==> src/rtl/core/plcl_pkg.sv <==
package plcl_pkg;

  localparam int BREAKPOINTS    = 8;
  localparam int TABLE_COUNT    = 4;
  localparam int MV_W           = 13;
  localparam int CH_W           = 8;
  localparam int SEL_W          = 2;
  localparam int PROD_W         = MV_W + CH_W;
  localparam int BITS_PER_STAGE = 2;
  localparam int DIV_STAGES     = CH_W / BITS_PER_STAGE;

  typedef logic [MV_W-1:0] mv_t;
  typedef logic [CH_W-1:0] charge_t;

  localparam charge_t CHARGE_EMPTY = charge_t'(0);
  localparam charge_t CHARGE_FULL  = charge_t'(255);

  // breakpoint voltages in mV, one row per battery type
  localparam mv_t BP_MV [TABLE_COUNT][BREAKPOINTS] = '{
    '{13'd2800, 13'd3000, 13'd3100, 13'd3150, 13'd3250, 13'd3300, 13'd3400, 13'd3600},
    '{13'd2800, 13'd3000, 13'd3100, 13'd3150, 13'd3250, 13'd3300, 13'd3400, 13'd3600},
    '{13'd2800, 13'd3000, 13'd3100, 13'd3150, 13'd3250, 13'd3300, 13'd3400, 13'd3600},
    '{13'd2800, 13'd3000, 13'd3100, 13'd3200, 13'd3200, 13'd3300, 13'd3400, 13'd3600}
  };

  // charge at each breakpoint
  localparam charge_t BP_CH [TABLE_COUNT][BREAKPOINTS] = '{
    '{8'd0, 8'd25, 8'd50, 8'd96,  8'd160, 8'd200, 8'd225, 8'd255},
    '{8'd0, 8'd25, 8'd50, 8'd100, 8'd150, 8'd200, 8'd225, 8'd255},
    '{8'd0, 8'd25, 8'd50, 8'd100, 8'd150, 8'd200, 8'd225, 8'd255},
    '{8'd0, 8'd25, 8'd50, 8'd100, 8'd150, 8'd200, 8'd225, 8'd255}
  };

  // chosen segment: base charge, charge span, offset into segment, segment width
  typedef struct packed {
    charge_t clo;
    charge_t span;
    mv_t     dv;
    mv_t     dd;
  } seg_t;

  // divider state: base charge, remainder, shifted divisor, partial quotient
  typedef struct packed {
    charge_t           clo;
    logic [PROD_W-1:0] rem;
    logic [PROD_W-1:0] dsh;
    charge_t           quo;
  } quo_t;

endpackage

==> src/rtl/core/plcl_seg_sel.sv <==
module plcl_seg_sel (
  input  logic                      clk,
  input  logic                      rst_n,
  input  logic [plcl_pkg::SEL_W-1:0] battery_type,
  input  logic                      valid_i,
  output logic                      ready_o,
  input  logic [plcl_pkg::MV_W-1:0] voltage_i,
  output logic                      valid_o,
  input  logic                      ready_i,
  output plcl_pkg::seg_t            data_o
);
  import plcl_pkg::*;

  logic [SEL_W-1:0] sel;
  logic             found;
  mv_t              lo;
  mv_t              hi;
  seg_t             seg_nxt;
  seg_t             seg_r;
  logic             valid_r;

  always_comb begin
    sel = (int'(battery_type) >= TABLE_COUNT) ? SEL_W'(TABLE_COUNT - 1) : battery_type;
    found       = 1'b0;
    lo          = '0;
    hi          = '0;
    seg_nxt.clo  = CHARGE_EMPTY;
    seg_nxt.span = '0;
    seg_nxt.dv   = '0;
    seg_nxt.dd   = MV_W'(1);
    if (voltage_i <= BP_MV[sel][0]) begin
      seg_nxt.clo = CHARGE_EMPTY;
    end else if (voltage_i >= BP_MV[sel][BREAKPOINTS-1]) begin
      seg_nxt.clo = CHARGE_FULL;
    end else begin
      // first non-empty segment that holds the voltage
      for (int i = 0; i < BREAKPOINTS - 1; i++) begin
        lo = BP_MV[sel][i];
        hi = BP_MV[sel][i+1];
        if (!found && (hi > lo) && (voltage_i >= lo) && (voltage_i <= hi)) begin
          found        = 1'b1;
          seg_nxt.clo  = BP_CH[sel][i];
          seg_nxt.span = (BP_CH[sel][i+1] >= BP_CH[sel][i]) ?
                         (BP_CH[sel][i+1] - BP_CH[sel][i]) : '0;
          seg_nxt.dv   = voltage_i - lo;
          seg_nxt.dd   = hi - lo;
        end
      end
    end
  end

  assign ready_o = !valid_r || ready_i;
  assign valid_o = valid_r;
  assign data_o  = seg_r;

  always_ff @(posedge clk) begin
    if (!rst_n) begin
      valid_r <= 1'b0;
    end else if (ready_o) begin
      valid_r <= valid_i;
    end
  end

  always_ff @(posedge clk) begin
    if (ready_o && valid_i) begin
      seg_r <= seg_nxt;
    end
  end

endmodule

==> src/rtl/core/plcl_mul.sv <==
module plcl_mul (
  input  logic           clk,
  input  logic           rst_n,
  input  logic           valid_i,
  output logic           ready_o,
  input  plcl_pkg::seg_t data_i,
  output logic           valid_o,
  input  logic           ready_i,
  output plcl_pkg::quo_t data_o
);
  import plcl_pkg::*;

  logic [PROD_W-1:0] prod;
  quo_t              quo_nxt;
  quo_t              quo_r;
  logic              valid_r;

  assign prod = {{(PROD_W-CH_W){1'b0}}, data_i.span} * {{(PROD_W-MV_W){1'b0}}, data_i.dv};

  always_comb begin
    quo_nxt.clo = data_i.clo;
    quo_nxt.rem = prod;
    // divisor starts one place above the top quotient bit
    quo_nxt.dsh = {data_i.dd, {CH_W{1'b0}}};
    quo_nxt.quo = '0;
  end

  assign ready_o = !valid_r || ready_i;
  assign valid_o = valid_r;
  assign data_o  = quo_r;

  always_ff @(posedge clk) begin
    if (!rst_n) begin
      valid_r <= 1'b0;
    end else if (ready_o) begin
      valid_r <= valid_i;
    end
  end

  always_ff @(posedge clk) begin
    if (ready_o && valid_i) begin
      quo_r <= quo_nxt;
    end
  end

endmodule

==> src/rtl/core/plcl_div_step.sv <==
module plcl_div_step (
  input  logic           clk,
  input  logic           rst_n,
  input  logic           valid_i,
  output logic           ready_o,
  input  plcl_pkg::quo_t data_i,
  output logic           valid_o,
  input  logic           ready_i,
  output plcl_pkg::quo_t data_o
);
  import plcl_pkg::*;

  quo_t step_nxt;
  quo_t step_r;
  logic valid_r;

  // restoring division, a few quotient bits per stage
  always_comb begin
    step_nxt = data_i;
    for (int b = 0; b < BITS_PER_STAGE; b++) begin
      step_nxt.dsh = step_nxt.dsh >> 1;
      if (step_nxt.rem >= step_nxt.dsh) begin
        step_nxt.rem = step_nxt.rem - step_nxt.dsh;
        step_nxt.quo = {step_nxt.quo[CH_W-2:0], 1'b1};
      end else begin
        step_nxt.quo = {step_nxt.quo[CH_W-2:0], 1'b0};
      end
    end
  end

  assign ready_o = !valid_r || ready_i;
  assign valid_o = valid_r;
  assign data_o  = step_r;

  always_ff @(posedge clk) begin
    if (!rst_n) begin
      valid_r <= 1'b0;
    end else if (ready_o) begin
      valid_r <= valid_i;
    end
  end

  always_ff @(posedge clk) begin
    if (ready_o && valid_i) begin
      step_r <= step_nxt;
    end
  end

endmodule

==> src/rtl/core/piecewise_linear_charge_lookup.sv <==
// Battery charge lookup: each accepted voltage word (mV) gives one charge word, 0 empty to
// 255 full, by linear interpolation between fixed breakpoints of the battery type held in
// the configuration register. One word is taken every cycle while in_stall is low. Each
// word passes through seven register stages: segment select, multiply, four divider
// stages of two quotient bits each, and the output register. Every stage holds its own
// valid bit and fills bubbles on its own, so a stalled output only holds back input once
// all stages are full. Write battery_type only while no word is in flight.
module piecewise_linear_charge_lookup (
  input  logic                       clk,
  input  logic                       rst_n,
  input  logic                       cfg_write_en,
  input  logic [plcl_pkg::SEL_W-1:0] cfg_write_data,
  input  logic                       in_valid,
  output logic                       in_stall,
  input  logic [plcl_pkg::MV_W-1:0]  in_voltage_mv,
  output logic                       out_valid,
  input  logic                       out_stall,
  output logic [plcl_pkg::CH_W-1:0]  out_charge_level
);
  import plcl_pkg::*;

  // battery type register
  logic [SEL_W-1:0] battery_type_r;

  // stage handshakes
  logic             in_ready;
  logic             seg_valid;
  seg_t             seg_data;
  logic             mul_ready;
  logic [DIV_STAGES:0] div_valid;
  logic [DIV_STAGES:0] div_ready;
  quo_t             div_data [DIV_STAGES+1];

  // output register
  logic             out_ready;
  logic             out_valid_r;
  charge_t          out_charge_r;

  always_ff @(posedge clk) begin
    if (!rst_n) begin
      battery_type_r <= '0;
    end else if (cfg_write_en) begin
      battery_type_r <= cfg_write_data;
    end
  end

  // stage 1: pick the segment and its operands
  plcl_seg_sel u_seg_sel (
    .clk          (clk),
    .rst_n        (rst_n),
    .battery_type (battery_type_r),
    .valid_i      (in_valid),
    .ready_o      (in_ready),
    .voltage_i    (in_voltage_mv),
    .valid_o      (seg_valid),
    .ready_i      (mul_ready),
    .data_o       (seg_data)
  );

  // stage 2: span times offset
  plcl_mul u_mul (
    .clk     (clk),
    .rst_n   (rst_n),
    .valid_i (seg_valid),
    .ready_o (mul_ready),
    .data_i  (seg_data),
    .valid_o (div_valid[0]),
    .ready_i (div_ready[0]),
    .data_o  (div_data[0])
  );

  // divider stages, quotient msb first
  for (genvar k = 0; k < DIV_STAGES; k++) begin : g_div
    plcl_div_step u_div_step (
      .clk     (clk),
      .rst_n   (rst_n),
      .valid_i (div_valid[k]),
      .ready_o (div_ready[k]),
      .data_i  (div_data[k]),
      .valid_o (div_valid[k+1]),
      .ready_i (div_ready[k+1]),
      .data_o  (div_data[k+1])
    );
  end

  // output register: base charge plus interpolated step
  assign out_ready             = !out_valid_r || !out_stall;
  assign div_ready[DIV_STAGES] = out_ready;

  always_ff @(posedge clk) begin
    if (!rst_n) begin
      out_valid_r <= 1'b0;
    end else if (out_ready) begin
      out_valid_r <= div_valid[DIV_STAGES];
    end
  end

  always_ff @(posedge clk) begin
    if (out_ready && div_valid[DIV_STAGES]) begin
      out_charge_r <= div_data[DIV_STAGES].clo + div_data[DIV_STAGES].quo;
    end
  end

  assign in_stall         = !in_ready;
  assign out_valid        = out_valid_r;
  assign out_charge_level = out_charge_r;

`ifndef SYNTHESIS
  // input only held back when every stage is full and the output is stalled
  a_stall_only_when_full : assert property (@(posedge clk) disable iff (!rst_n)
    in_stall |-> (out_valid && out_stall && seg_valid && (&div_valid)))
    else $error("input stalled with room in the pipeline");

  // a chosen segment never has zero width
  a_nonzero_divisor : assert property (@(posedge clk) disable iff (!rst_n)
    seg_valid |-> (seg_data.dd != '0))
    else $error("zero segment width reached the divider");

  // divider finished: remainder below divisor, divisor back at segment width
  a_div_remainder : assert property (@(posedge clk) disable iff (!rst_n)
    div_valid[DIV_STAGES] |-> (div_data[DIV_STAGES].rem < div_data[DIV_STAGES].dsh))
    else $error("divider remainder not below divisor");

  // interpolated charge never wraps
  a_no_wrap : assert property (@(posedge clk) disable iff (!rst_n)
    div_valid[DIV_STAGES] |->
      ((CH_W+1)'(div_data[DIV_STAGES].clo) + (CH_W+1)'(div_data[DIV_STAGES].quo)
        <= (CH_W+1)'(CHARGE_FULL)))
    else $error("charge sum overflow");
`endif

endmodule
==> config.mk <==
export PLATFORM = sky130hd
export DESIGN_NAME = piecewise_linear_charge_lookup
export DESIGN_NICKNAME = d
export VERILOG_FILES = /design/src/rtl/core/plcl_pkg.sv /design/src/rtl/core/plcl_seg_sel.sv /design/src/rtl/core/plcl_mul.sv /design/src/rtl/core/plcl_div_step.sv /design/src/rtl/core/piecewise_linear_charge_lookup.sv
export SDC_FILE = /design/constraint.sdc
export NUM_CORES = 1
export LEC_CHECK = 0
export BUFFER_PORTS_ARGS = -buffer_cell sky130_fd_sc_hd__clkbuf_2
export CAP_MARGIN = 20
export CORE_MARGIN = 2
export CORE_UTILIZATION = 56
export CTS_BUF_LIST = sky130_fd_sc_hd__clkbuf_4
export DETAILED_ROUTE_END_ITERATION = 16
export GPL_ROUTABILITY_DRIVEN = 0
export GPL_TIMING_DRIVEN = 0
export PLACE_DENSITY = 0.75
export RECOVER_POWER = 50
export SKIP_CTS_REPAIR_TIMING = 1
export SLEW_MARGIN = 20
export SYNTH_ARGS = -nofsm -noshare
export SYNTH_HDL_FRONTEND = slang
export SYNTH_SLANG_ARGS = --single-unit
==> constraint.sdc <==
create_clock -name clk -period 5.46 [get_ports clk]
set_clock_uncertainty 0.05 [all_clocks]
set_input_delay 0.273 -clock clk [delete_from_list [all_inputs] [get_ports clk]]
set_output_delay 0.273 -clock clk [all_outputs]
set_load 0.01 [all_outputs]
== Word-level counts from Yosys, hierarchy flattened ==
Index checks and enable logic that the tools add are counted.
Storage, ports and cells
  memory bits (writable): 0
  output and inout port bits: 10
  ROM bits: 0
  bits in latches: 0
  memories kept: 0
  bits in registers: 255
  bits of input ports: 20
Cells by class
  muxes and demuxes: 54
  shift operators: 0
  equality and inequality tests: 0
  $lt $le $gt $ge: 39
  multipliers: 1
  add/sub/neg operators: 29
  bitwise gates (word level): 1
  reduce and logical (&&, ||, !) cells: 50
  div/mod/pow operators: 0
Operators with widths (number)
  $mux 42: 7
  $bmux 104 s2: 1
  $mux 104: 2
  $sub 13x13->13: 14
  $mux 21: 7
  $bmux 64 s2: 1
  $mux 64: 2
  $ge 13x13->1: 8
  $le 13x13->1: 8
  $gt 13x13->1: 7
  $mux 8: 8
  $ge 8x8->1: 7
  $sub 8x8->8: 7
  $logic_and 1x1->1: 27
  $mux 1: 26
  $ge 21x13->1: 1
  $ge 21x14->1: 1
  $ge 21x15->1: 1
  $ge 21x16->1: 1
  $ge 21x17->1: 1
  $ge 21x18->1: 1
  $ge 21x19->1: 1
  $ge 21x20->1: 1
  $mul 8x13->21: 1
  13 further kinds: 33

== Depth between registers and ports, before layout ==
  word-level depth: 51
  depth in mapped cells: 25

== Modules after synthesis ==
From an unflattened synthesis, not the netlist that was laid out.
Second synthesis, totals
  cells, all modules: 2538
  area total of the unflattened synthesis: 26360.3 µm²
By module, submodules not included
  plcl_div_step at g_div[2].u_div_step ...: area an instance 4307.9 µm², cells each 414, times used 2, sequential area each 1701.6 µm²
  plcl_mul: area an instance 4780.8 µm², cells each 457, times used 1, sequential area each 1281.2 µm²
  plcl_div_step at g_div[0].u_div_step: area an instance 4449.3 µm², cells each 425, times used 1, sequential area each 1701.6 µm²
  plcl_div_step at g_div[1].u_div_step: area an instance 4377.9 µm², cells each 410, times used 1, sequential area each 1701.6 µm²
  plcl_seg_sel: area an instance 3447.1 µm², cells each 356, times used 1, sequential area each 1191.1 µm²
  piecewise_linear_charge_lookup: area an instance 689.4 µm², cells each 62, times used 1, sequential area each 300.3 µm²

== Worst setup path before layout ==
Ideal clock, no wire load.
  kind: register to register
  from: register g_div[1].u_div_step.step_r (netlist bit g_div[1].u_div_step.data_o[32])
  to: register g_div[2].u_div_step.step_r (netlist bit g_div[2].u_div_step.data_o[38]), data pin
  cell stages (with the launch flop): 21
  path slack: 94 ps
  period minus slack after synthesis: 5366 ps
  setup time: 262 ps
  arrival time: 5054 ps
  buffers on the path: 2
  required time: 5148 ps
  cell sequence: edfxtp_1 -> inv_1 -> ha_1 -> inv_1 -> fa_1 -> a211oi_2 -> o211ai_1 -> a221o_2 -> a21boi_4 -> inv_1 -> clkbuf_1 -> a21oi_1 -> ha_1 -> a21o_1 -> a311oi_1 -> a211oi_1 -> o41a_1 -> o21a_1 -> nor4_4 -> buf_6 -> mux2_1
RTL lines
  start: declaration: RTL line plcl_div_step.sv:14  | quo_t step_r;
  start signal: assignment: RTL line plcl_div_step.sv:45  | step_r <= step_nxt;
  end signal: assignment: RTL line plcl_div_step.sv:45
  end: declaration: RTL line plcl_div_step.sv:14

==> metrics.cfg <==
[synth]
syn-mean-instance-area_um2=10.1
syn-cell-area_um2=19200
ys_warn_count=0
synthFlopType=edfxtp_1
synth_common_cells=edfxtp_1, inv_1, ha_1, a21oi_1, nand2_1
synth-seq-cells=244
synth_seq_area_share=0.377
synth-edff-count=235
ys_types=99
synthArstFlopShare=0
synthCells=1902
yosysMostFrequentCell=edfxtp_1
synth.area.top_cells=edfxtp_1, ha_1, fa_1
synth_top_cell_area_share=0.367
synth.largest_area_cell=edfxtp_1

[run_status]
violations=capacitance limit, slew limit
status=finished with violations

[final_layout]
multi_input_area_um2=11300
seqCellArea_um2=7240
num-fill-cells=2686
final_util=0.634
nNetsFinal=2303
final_area_um2=21400
synthToLayoutAreaGrowth_pct=11.2
drive_above_1_share=0.128

[drt]
vias_per_cell=5.97
wl_per_cell_um=17.4
detail-route-antenna-nets=0
first_iter_violations=1275
vias=15100
drt_first_pass_iters=6
wl_mm=44.0
drc_errors=0

[min_path]
hold_path.class=primary input to register

[clock_network]
clk_pin_slew_worst_paths_ns=0.06
cts_buffers=59
cts-htree-levels=2
cts_tree=built
clk_latency_ns=0.75
clock_path_buffers=3
root_buffer=clkbuf_4
cts_num_sinks=244

[worst_setup_path]
endpoint=g_div[2].u_div_step.data_o[36]
worstReg2RegEnd=g_div[2].u_div_step.data_o[36]
arrival_ns=5.86
reg2reg_depth=20
worstSetupStartpointType=register
regToRegSetupSlack_ns=0.006
cp-end-kind=register
crit_required_ns=5.87
crit_fanout=9
r2r-start=g_div[1].u_div_step.data_o[32]
startpoint=g_div[1].u_div_step.data_o[32]
crit_type=register to register

[timing]
finalHoldViolCount=0
relSlewSlack=-1.03
worstMarginPinSlew_ns=3.02
setup_viol=0
final.min_clock_period_ns=5.45
drv_slew=39
postLayoutSetupSlackWorst_ns=0.00646
clock.fmax_ghz=0.183
rsz0062_at_grt=true
period_share=0.999

[placement]
pre_cts_ws_ns=-0.963
io_buffers=26
placed_area_um2=20100
hpwl_mm=33.4

[global_route]
grt_first_pass_wirelength_mm=69.9
grtUsageTotal=0.240
grt_max_degree=31
grt-ovfl-total=0
antenna_found_initial=1
grt_pass1_vias=14700

[run]
max_cap_viol_count=2

[floorplan]
fp-row-count=67
io-pin-count=30
die_y_um=189
dieArea_um2=35800
fp.dieW_um=189
initial_core_util=0.570
coreArea_um2=33700

[pwr]
peakVddDrop_uv=201
power.leakage_nw=8.82
power_density_nw_per_um2=310

how the worst min path moves through the flow:
stage | slack, ns | end | cells past startpoint | from
global placement | 0.35 | g_div[3].u_div_step.data_o[2] | 0 | g_div[2].u_div_step.data_o[0]
global route | 0.04 | u_seg_sel.data_o[14] | 4 | in_voltage_mv[1]
floorplan | 0.35 | u_seg_sel.valid_o | 1 | in_valid
detailed placement | 0.35 | g_div[3].u_div_step.data_o[4] | 0 | g_div[2].u_div_step.data_o[2]
finish | 0.04 | u_seg_sel.data_o[14] | 4 | in_voltage_mv[1]
CTS | -0.34 | u_seg_sel.valid_o | 2 | in_valid
cell type report:
| class | instances | share of cell area |
|---|---|---|
| clock inverters | 22 | 0.00626 |
| clock buffers | 85 | 0.0298 |
| flip-flops and latches | 244 | 0.339 |
| repair buffers | 73 | 0.0258 |
| well taps | 448 | 0.0262 |
| inverters | 196 | 0.0345 |
| multi-input cells | 1419 | 0.527 |
| plain buffers | 44 | 0.0119 |
| diodes | 1 | 0.000117 |
routing by layer:
metal / vias to the layer above / wire length, um / part of all wire / track usage
met3: 121 / 2810 / 0.064 / 0.0450
li1: 7250 / - / - / -
met2: 563 / 21900 / 0.50 / 0.423
met5: - / 0 / 0 / 0
met1: 7180 / 17800 / 0.40 / 0.288
met4: 0 / 1490 / 0.034 / 0.100
layout by cell type, fill, tap and decap left out, types with 30 or more instances in the layout:
cell,instances
nand2_1,124
edfxtp_1,235
a21oi_1,120
nor3_1,34
o21ai_0,77
nor2_1,119
nand3_1,36
ha_1,179
inv_1,193
clkbuf_4,88
nor2b_1,32
xnor2_1,74
clkbuf_1,30
fa_1,62
buf_4,32
a21o_1,31
and2_1,82
flip-flops by register name (all words and copies together) (netlist names):
name                      flops
battery_type_r                2
g_div.u_div_step.data_o     148
g_div.u_div_step.valid_o      4
out_charge_level              8
out_valid                     1
u_mul.data_o                 40
u_mul.valid_o                 1
u_seg_sel.data_o             39
u_seg_sel.valid_o             1
where the power goes:
part           switching [mW]  internal [mW]
registers              0.0794           2.28
clock network           0.721          0.774
logic                    1.52           1.24
total                    2.32           4.30
cell families after synthesis:
family / share of synthesized area
AO/OA/AOI/OAI: 0.159
XOR/XNOR: 0.0424
adder cells (fa/ha/maj): 0.185
buffers and inverters: 0.0490
flip-flops: 0.377
multiplexers: 0.0349
other: 0.000195
AND/OR/NAND/NOR: 0.153
critical path, cell delays in order (launching register included):
cell and delay (ns):
edfxtp_1 0.38, inv_1 0.07, ha_2 0.18, inv_2 0.04, fa_2 0.40, a211oi_2 0.27, o211ai_1 0.18, a221o_2 0.46
a21boi_4 0.24, inv_4 0.09, buf_8 0.15, a21oi_4 0.18, ha_4 0.23, a21o_1 0.20, a311oi_4 0.35, a211oi_2 0.14
o41a_1 0.38, o21a_2 0.27, nor4_4 0.36, buf_4 0.24, mux2_2 0.35
through the flow:
stage	power, mW	hold slack, ns	setup TNS, ns	std cells
final	6.62	0.0431	0	2532
after global routing	7.08	0.0424	-2.87	2532
after CTS	6.49	-0.336	-40.36	2491
after detailed placement	4.96	0.355	-37.01	2384
after global placement	4.88	0.350	-41.95	2378
after floorplan	4.43	0.347	0	1904
(Power assumes the default switching activity.)
